<file path="src/tlbl_pkg.sv">
// tlbl_pkg: request, result, scan and write types shared by the lfu tlb
// cells and the top level; no dependencies
`timescale 1ns / 1ps

package tlbl_pkg;

    localparam logic ACT_LOOKUP = 1'b0;
    localparam logic ACT_ADD    = 1'b1;

    typedef struct packed {
        logic        action;
        logic [15:0] page;
        logic [15:0] frame;
    } req_t;

    typedef struct packed {
        logic        hit;
        logic [15:0] found_frame;
    } res_t;

    // what travels from cell to cell along the chain
    typedef struct packed {
        logic        active;
        req_t        req;
        logic        found;
        logic [15:0] found_frame;
    } scan_t;

    // entry write, broadcast to every cell
    typedef struct packed {
        logic        en;
        logic [15:0] page;
        logic [15:0] frame;
    } wr_t;

endpackage

</file>
<file path="src/tlb_lfu_replacement_top.sv">
// tlb_lfu_replacement_top: fully associative tlb with lfu replacement
// depends on tlbl_pkg and tlbl_cell
`timescale 1ns / 1ps

// Fully associative TLB of ENTRIES entries with least-frequently-used
// replacement. A request is taken when start is high and busy is low; each
// request gives exactly one result, shown on result for one cycle with done
// high. The receiver cannot stall: sample result whenever done is high.
// done rises and busy drops on the same edge, so requests never overlap: with
// start held high a new one is taken only once the last has answered. Each
// request passes the launch register and then the scan chain: each entry sits in
// its own cell, and the request walks the row one cell per clock. On its
// way a lookup claims the first valid matching entry (that cell bumps its
// saturating use count in place) and the running minimum count with its
// index is handed along for replacement. When the walk ends, an add is
// written into the next free slot, or once the table is full into the
// lowest-indexed entry with the smallest count, with a count of 1. A lookup
// answers hit plus frame, a miss or an add answers zeros. Adding a page
// that is already present makes a second entry; lookups see the first one.

module tlb_lfu_replacement_top #(
    parameter int ENTRIES    = 16,
    parameter int COUNT_BITS = 16
) (
    input  logic           clk,
    input  logic           rst_n,
    input  logic           start,
    input  tlbl_pkg::req_t request,
    output logic           busy,
    output logic           done,
    output tlbl_pkg::res_t result
);
    import tlbl_pkg::*;

    localparam int IDX_W  = (ENTRIES > 1) ? $clog2(ENTRIES) : 1;
    localparam int FILL_W = $clog2(ENTRIES + 1);

    // chain links: element i feeds cell i, element ENTRIES is the chain end
    scan_t                 scan_chain [ENTRIES+1];
    logic                  ok_chain   [ENTRIES+1];
    logic [COUNT_BITS-1:0] cnt_chain  [ENTRIES+1];
    logic [IDX_W-1:0]      idx_chain  [ENTRIES+1];

    logic                  busy_reg, busy_next;
    scan_t                 launch_reg, launch_next;
    logic [FILL_W-1:0]     fill_reg, fill_next;
    logic                  done_reg, done_next;
    res_t                  result_reg, result_next;

    logic                  accept;
    logic                  table_full;
    scan_t                 chain_end;
    wr_t                   wr;
    logic [IDX_W-1:0]      wr_idx;

    assign accept     = start && !busy_reg;
    assign table_full = (fill_reg == FILL_W'(ENTRIES));
    assign chain_end  = scan_chain[ENTRIES];

    // head of the chain: no minimum found yet
    assign scan_chain[0] = launch_reg;
    assign ok_chain[0]   = 1'b0;
    assign cnt_chain[0]  = '0;
    assign idx_chain[0]  = '0;

    genvar gi;
    generate
        for (gi = 0; gi < ENTRIES; gi++)
        begin : g_cell
            tlbl_cell #(
                .COUNT_BITS (COUNT_BITS),
                .IDX_W      (IDX_W),
                .CELL_IDX   (gi)
            ) u_cell (
                .clk          (clk),
                .rst_n        (rst_n),
                .scan_in      (scan_chain[gi]),
                .best_ok_in   (ok_chain[gi]),
                .best_cnt_in  (cnt_chain[gi]),
                .best_idx_in  (idx_chain[gi]),
                .scan_out     (scan_chain[gi+1]),
                .best_ok_out  (ok_chain[gi+1]),
                .best_cnt_out (cnt_chain[gi+1]),
                .best_idx_out (idx_chain[gi+1]),
                .wr           (wr),
                .wr_idx       (wr_idx)
            );
        end
    endgenerate

    always_comb
    begin
        // an add is written once the walk reaches the chain end
        wr.en    = chain_end.active && (chain_end.req.action == ACT_ADD);
        wr.page  = chain_end.req.page;
        wr.frame = chain_end.req.frame;
        // victim when full, otherwise the next free slot
        wr_idx   = table_full ? idx_chain[ENTRIES] : fill_reg[IDX_W-1:0];

        fill_next = fill_reg;
        if (wr.en && !table_full)
        begin
            fill_next = fill_reg + FILL_W'(1);
        end

        launch_next             = '0;
        launch_next.active      = accept;
        launch_next.req         = request;

        busy_next = busy_reg;
        if (accept)
        begin
            busy_next = 1'b1;
        end
        else if (chain_end.active)
        begin
            busy_next = 1'b0;
        end

        done_next               = chain_end.active;
        result_next.hit         = chain_end.found;
        result_next.found_frame = chain_end.found ? chain_end.found_frame : 16'd0;
    end

    always_ff @(posedge clk or negedge rst_n)
    begin
        if (!rst_n)
        begin
            busy_reg   <= 1'b0;
            launch_reg <= '0;
            fill_reg   <= '0;
            done_reg   <= 1'b0;
        end
        else
        begin
            busy_reg   <= busy_next;
            launch_reg <= launch_next;
            fill_reg   <= fill_next;
            done_reg   <= done_next;
        end
    end

    always_ff @(posedge clk)
    begin
        result_reg <= result_next;
    end

    assign busy   = busy_reg;
    assign done   = done_reg;
    assign result = result_reg;

    // a miss or an add never carries a frame
    a_miss_zero: assert property (@(posedge clk) disable iff (!rst_n)
        (done && !result.hit) |-> (result.found_frame == 16'd0))
        else $error("result frame nonzero without hit");

    // an accepted request holds off the next one
    a_accept_busy: assert property (@(posedge clk) disable iff (!rst_n)
        accept |=> busy)
        else $error("busy not raised after request");

    // the result appears only once the block is free again
    a_done_idle: assert property (@(posedge clk) disable iff (!rst_n)
        done |-> !busy)
        else $error("done while busy");

    // fill level never passes the table size
    a_fill_bound: assert property (@(posedge clk) disable iff (!rst_n)
        fill_reg <= FILL_W'(ENTRIES))
        else $error("fill level beyond table size");

endmodule

</file>
<file path="src/tlbl_cell.sv">
// tlbl_cell: one tlb entry with its use count, one link of the scan chain
// depends on tlbl_pkg
`timescale 1ns / 1ps

module tlbl_cell #(
    parameter int COUNT_BITS = 16,
    parameter int IDX_W      = 4,
    parameter int CELL_IDX   = 0
) (
    input  logic                  clk,
    input  logic                  rst_n,
    input  tlbl_pkg::scan_t       scan_in,
    input  logic                  best_ok_in,
    input  logic [COUNT_BITS-1:0] best_cnt_in,
    input  logic [IDX_W-1:0]      best_idx_in,
    output tlbl_pkg::scan_t       scan_out,
    output logic                  best_ok_out,
    output logic [COUNT_BITS-1:0] best_cnt_out,
    output logic [IDX_W-1:0]      best_idx_out,
    input  tlbl_pkg::wr_t         wr,
    input  logic [IDX_W-1:0]      wr_idx
);
    import tlbl_pkg::*;

    logic                  valid_reg, valid_next;
    logic [15:0]           page_reg, page_next;
    logic [15:0]           frame_reg, frame_next;
    logic [COUNT_BITS-1:0] cnt_reg, cnt_next;

    scan_t                 scan_reg, scan_next;
    logic                  best_ok_reg, best_ok_next;
    logic [COUNT_BITS-1:0] best_cnt_reg, best_cnt_next;
    logic [IDX_W-1:0]      best_idx_reg, best_idx_next;

    logic hit_here;
    logic take;
    logic wr_here;

    always_comb
    begin
        hit_here = scan_in.active && (scan_in.req.action == ACT_LOOKUP) &&
                   !scan_in.found && valid_reg && (page_reg == scan_in.req.page);
        // strict less-than keeps the lowest index on ties
        take     = valid_reg && (!best_ok_in || (cnt_reg < best_cnt_in));
        wr_here  = wr.en && (wr_idx == IDX_W'(CELL_IDX));

        valid_next = valid_reg;
        page_next  = page_reg;
        frame_next = frame_reg;
        cnt_next   = cnt_reg;
        if (wr_here)
        begin
            valid_next = 1'b1;
            page_next  = wr.page;
            frame_next = wr.frame;
            cnt_next   = COUNT_BITS'(1);
        end
        else if (hit_here && (cnt_reg != {COUNT_BITS{1'b1}}))
        begin
            cnt_next = cnt_reg + COUNT_BITS'(1);
        end

        scan_next = scan_in;
        if (hit_here)
        begin
            scan_next.found       = 1'b1;
            scan_next.found_frame = frame_reg;
        end

        if (take)
        begin
            best_ok_next  = 1'b1;
            best_cnt_next = cnt_reg;
            best_idx_next = IDX_W'(CELL_IDX);
        end
        else
        begin
            best_ok_next  = best_ok_in;
            best_cnt_next = best_cnt_in;
            best_idx_next = best_idx_in;
        end
    end

    always_ff @(posedge clk or negedge rst_n)
    begin
        if (!rst_n)
        begin
            valid_reg   <= 1'b0;
            scan_reg    <= '0;
            best_ok_reg <= 1'b0;
        end
        else
        begin
            valid_reg   <= valid_next;
            scan_reg    <= scan_next;
            best_ok_reg <= best_ok_next;
        end
    end

    always_ff @(posedge clk)
    begin
        page_reg     <= page_next;
        frame_reg    <= frame_next;
        cnt_reg      <= cnt_next;
        best_cnt_reg <= best_cnt_next;
        best_idx_reg <= best_idx_next;
    end

    assign scan_out     = scan_reg;
    assign best_ok_out  = best_ok_reg;
    assign best_cnt_out = best_cnt_reg;
    assign best_idx_out = best_idx_reg;

endmodule

</file>
<file path="config.mk">
export PLATFORM = sky130hd
export DESIGN_NAME = tlb_lfu_replacement_top
export DESIGN_NICKNAME = d
export VERILOG_FILES = /design/src/tlbl_pkg.sv /design/src/tlb_lfu_replacement_top.sv /design/src/tlbl_cell.sv
export SDC_FILE = /design/constraint.sdc
export NUM_CORES = 2
export LEC_CHECK = 0
export BUFFER_PORTS_ARGS = -buffer_cell sky130_fd_sc_hd__buf_4
export CORE_UTILIZATION = 55
export DETAILED_ROUTE_END_ITERATION = 6
export GPL_TIMING_DRIVEN = 1
export PLACE_DENSITY = 0.71
export SKIP_LAST_GASP = 1
export SYNTH_ARGS = -nofsm -noshare
export SYNTH_HDL_FRONTEND = slang
export SYNTH_HIERARCHICAL = 1
export SYNTH_SLANG_ARGS = --single-unit
</file>
<file path="constraint.sdc">
create_clock -name clk -period 9.8 [get_ports clk]
set_clock_uncertainty 0.1 [all_clocks]
set_input_delay 2.94 -clock clk [delete_from_list [all_inputs] [get_ports clk]]
set_output_delay 2.94 -clock clk [all_outputs]
set_load 0.005 [all_outputs]
</file>
After elaboration in Yosys (flattened, before gate mapping)

Cells that the tools add are included.

Bits of input ports: 36
Word-level logic and storage cells: 521
Register bits: 1,962
Output and inout port bits: 19

Add/subtract/negate cells: 17
Eq/ne operators: 48
Bitwise logic cells: 16
Mux-type cells: 49
Order comparisons: 15
Reduce and logical (&&, ||, !) cells: 162

Operators with widths:

| cell                                                                  | count |
|---|---|
| 17-bit 2-to-1 mux                                                     | 16 |
| 16-bit by 1-bit adder with 16-bit output, second input constant       | 16 |
| 16-bit equality test                                                  | 16 |
| 16-bit != test, second input constant                                 | 16 |
| 16-bit < comparator                                                   | 15 |
| 16-bit 2-to-1 mux                                                     | 14 |
| 1-bit logical AND                                                     | 113 |
| 4-bit equality test, second input constant                            | 8 |
| 1-bit zero test                                                       | 32 |
| 1-bit 2-to-1 mux                                                      | 18 |
| 4-bit by 3-bit equality test with 1-bit output, second input constant | 4 |
| 1-bit NOT                                                             | 16 |
| 1-bit logical OR                                                      | 15 |
| 4-bit by 2-bit equality test with 1-bit output, second input constant | 2 |
| 5-bit by 1-bit adder with 5-bit output, second input constant         | 1 |
| 5-bit equality test, second input constant                            | 1 |
| 4-bit by 1-bit equality test with 1-bit output, second input constant | 1 |
| 4-bit zero test                                                       | 1 |
| 4-bit 2-to-1 mux                                                      | 1 |
| 2-bit nonzero test                                                    | 1 |

Logic depth before layout (Yosys ltp)

Depth after elaboration: 6
Depth in mapped cells: 11
Depth with buffers taken out: 10

By module

The synthesis kept the hierarchy.

By module, submodules not included:

| module                            | seq. area each (µm²) | cells an instance | area each (µm²) | instances |
|---|---|---|---|---|
| tlbl_cell (g_cell[10].u_cell ...) | 3,007.9              | 323               | 4,520.6         | 4 |
| tlbl_cell (g_cell[15].u_cell ...) | 3,007.9              | 319               | 4,553.1         | 3 |
| tlbl_cell (g_cell[11].u_cell ...) | 3,007.9              | 319               | 4,560.6         | 2 |
| tlbl_cell (g_cell[13].u_cell ...) | 3,007.9              | 323               | 4,518.1         | 2 |
| tlbl_cell (g_cell[1].u_cell ...)  | 3,007.9              | 322               | 4,516.8         | 2 |
| tlbl_cell (g_cell[0].u_cell ...)  | 3,007.9              | 322               | 4,514.3         | 2 |
| tlbl_cell (g_cell[3].u_cell)      | 3,007.9              | 319               | 4,481.8         | 1 |
| tlb_lfu_replacement_top           | 1,366.3              | 102               | 1,669.1         | 1 |

Least setup slack after synthesis

OpenSTA, ideal clock, no wires.

Path type: flip-flop to flip-flop
Start point: register fill_reg[0]
End point: register g_cell[5].u_cell.frame_reg[0] (enable)
Data arrival time: 3.439 ns
Setup time: 0.413 ns
Buffers on the path: 2
Period minus slack after synthesis: 3.951 ns
Cell stages (with the launch flop): 10
Required time: 9.287 ns
Slack: 5.849 ns
Path through: dfrtp_1 -> inv_1 -> ha_1 -> nor4bb_1 -> buf_4 -> o21ai_0 -> nand2b_1 -> or3_1 -> inv_1 -> buf_1

Longest elaborated chain between the ends: 4

RTL lines:

| item                                               | line                           | RTL |
|---|---|---|
| start, declared                                    | tlb_lfu_replacement_top.sv:46  | `logic [FILL_W-1:0] fill_reg, fill_next;` |
| start signal, assigned                             | tlb_lfu_replacement_top.sv:138 | `fill_reg <= fill_next;` |
| 5-bit equality test                                | tlb_lfu_replacement_top.sv:57  | `assign table_full = (fill_reg == FILL_W'(ENTRIES));` |
| 4-bit 2-to-1 mux (*)                               | tlb_lfu_replacement_top.sv:98  | `wr_idx = table_full ? idx_chain[ENTRIES] : fill_reg[IDX_W-1:0];` |
| net wr_idx[0]                                      | tlb_lfu_replacement_top.sv:54  | `logic [IDX_W-1:0] wr_idx;` |
| 4-bit by 3-bit equality test with 1-bit output (*) | tlbl_cell.sv:45                | `wr_here = wr.en && (wr_idx == IDX_W'(CELL_IDX));` |
| 1-bit logical AND (*)                              | tlbl_cell.sv:45                |  |
| net g_cell[5].u_cell.wr_here                       | tlbl_cell.sv:37                | `logic wr_here;` |
| end signal, assigned                               | tlbl_cell.sv:103               | `frame_reg <= frame_next;` |
| end, declared                                      | tlbl_cell.sv:27                | `logic [15:0] frame_reg, frame_next;` |

Mark *: on every way through the listed nets, which the timed path passes. The rest lies on a longest branch.
A chain may end at the register's enable or synchronous reset.

Worst setup path after layout

Start point: register done_reg (netlist: done)
End point: output port done

RTL lines:

| item                   | line                           | RTL |
|---|---|---|
| start, declared        | tlb_lfu_replacement_top.sv:47  | `logic done_reg, done_next;` |
| start signal, assigned | tlb_lfu_replacement_top.sv:139 | `done_reg <= done_next;` |
| end, declared          | tlb_lfu_replacement_top.sv:30  | `output logic done,` |

No word-level cell between the ends.

==> results by group <==
Status
  • Outcome: completed

Floorplanning
  • Die Area: 135000 µm²
  • Die height: 368 µm
  • Area of the core: 132000 µm²
  • Initial Utilization: 0.557
  • IO Pins: 55
  • Row count: 133
  • Chip Width: 368 µm

Clock network
  • Clk sinks: 1977
  • # hold bufs at CTS: 0
  • CTS clk-pin slew, worst paths: 0.07 ns
  • CTS buffer count: 189
  • Depth of the CTS H-tree: 4
  • # resized after CTS: 0
  • Clk Latency, worst-skew pair: 0.81 ns
  • Post-CTS setup buffers: 0
  • Root Driver: clkbuf_16
  • CTS tree: done
  • Clock Tree Buf Depth: 3

STA
  • Max-slew violations: 0
  • Slew @ Worst Pin: 1.20 ns
  • Finish-stage setup viols: 0
  • Final Hold Viols: 0
  • Final worst path period share: 0.448
  • RSZ-0062 raised after global routing: no
  • Worst setup margin: 5.41 ns
  • Max Fclk: 0.228 GHz
  • Setup TNS: 0 ns
  • Crit path time final: 4.39 ns
  • Relative slew slack: 0.199

Detailed routing
  • Number of remaining DRC errors: 0
  • Drt pass-1 iters: 7
  • Post-DRT Antenna Nets: 0
  • Average wire per standard cell: 18.0 µm
  • Routed WL: 132000 µm
  • DRT iter0 DRCs: 1944
  • Drt via density: 5.31
  • Via count: 39.1k

Worst setup path
  • Critical R2R Capture: g_cell[8].u_cell/cnt_reg[5]
  • CP required: 6.76 ns
  • CP max-delay cell: dfrtp_1
  • CP Cell Sequence: buf_4
  • Critical Path AT: 1.35 ns
  • Slowest stage delay, CP: 0.41 ns
  • Crit-path leading delay family: flip-flops
  • RR Startpoint: fill_reg[0]
  • Worst setup EP type: output port
  • Crit path buffers/inverters: 1
  • R2R depth: 12
  • CP max FO: 1
  • Crit path kind: flip-flop to output port
  • Flop2flop setup slack: 5.80 ns
  • Startpoint type of the worst setup path: flip-flop

Placed design
  • Dpl ws: 4.73 ns
  • Placed cell areas: 76000 µm²
  • Placed instance count: 7001
  • # port buffers: 54
  • Dpl hpwl: 87600 µm
  • Routability cong.: 0.850

Pwr
  • Worst vdd ir: 0.182 mV
  • Leak: 33.6 nW
  • Pwr Total: 19.3 mW
  • Pwr/cell area: 234 nW/µm²

Cells and area
  • Diode count: 0
  • Fin cells: 7358
  • FILL cells: 9750
  • Max reg flops: 816
  • Final Cell Area: 82400 µm²
  • Area grow syn2layout: 12.0%
  • Layout cells sized above 1: 0.186
  • Layout net count: 5731

Hold path
  • Hold Path Depth: 0
  • Worst Hold Endpoint: g_cell[12].u_cell/scan_out[20]
  • Hold path start: g_cell[11].u_cell/scan_out[20]
  • Worst min path class: flip-flop to flip-flop

GRT
  • Vias in the first global route: 40.5k
  • Largest net degree at the start of global routing: 191
  • Total GRT Usage: 0.201
  • Antenna violations before repair: 0
  • Overflow left after global routing: 0
  • Global-route wire length before repair: 217000 µm

Run
  • Max_cap viols: 0

Synthesis
  • Post-synthesis instance total: 5207
  • Yosys warnings: 6
  • Post-synthesis cell area: 73500 µm²
  • Syn avg cell area: 14.1 µm²
## final cells by class
cell class / instances / area [µm²] / area share
Sequential cell: 1977 / 49100 / 0.597
Multi-Input combinational cell: 2829 / 22600 / 0.275
Clock buffer: 269 / 5340 / 0.0649
Tap cell: 1755 / 2200 / 0.0267
Inverter: 359 / 1350 / 0.0164
Clock inverter: 88 / 1060 / 0.0129
Timing Repair Buffer: 81 / 666 / 0.00808
## cell usage in the layout, fill, tap and decap left out, types with 163 or more instances in the layout
cell	instances
mux2_2	369
inv_1	344
nand2_1	163
ha_1	258
nand3_1	181
dfrtp_1	888
edfxtp_1	512
xnor2_1	253
dfxtp_1	577
clkbuf_16	191
a21oi_1	202
## where the power goes
group / total, mW / leakage [nW] / internal [mW] / switching, mW
clock network: 7.27 / 3.11 / 4.16 / 3.11
logic: 2.27 / 10.8 / 1.09 / 1.18
registers: 9.77 / 19.7 / 9.29 / 0.474
total: 19.3 / 33.6 / 14.5 / 4.76
## per-layer routing
layer | share of wire | global-route usage | vias to the layer above
met5 | 0 | 0 | -
met4 | 0.033 | 0.0775 | 0
met3 | 0.035 | 0.0314 | 249
met2 | 0.49 | 0.336 | 654
met1 | 0.44 | 0.265 | 19300
li1 | - | - | 18900
## how the worst max path moves through the flow
stage	startpoint	endpoint	slack [ns]	cells after the start
5_1_grt	rst_n	g_cell[8].u_cell/scan_out[18]	5.31	3
6_report	done	done	5.41	1
4_1_cts	done	done	5.34	1
2_1_floorplan	fill_reg[0]	g_cell[5].u_cell/frame_reg[0]	5.85	9
3_5_place_dp	rst_n	g_cell[8].u_cell/scan_out[23]	4.73	3
3_3_place_gp	rst_n	g_cell[7].u_cell/scan_out[23]	4.77	3
## per-stage QoR
stage | utilization | hold slack [ns]
finish | 0.623 | 0.240
global route | 0.623 | 0.247
CTS | 0.623 | 0.244
detailed placement | 0.575 | 0.235
global placement | 0.575 | 0.231
floorplan | - | 0.231
(Power assumes the default switching activity.)
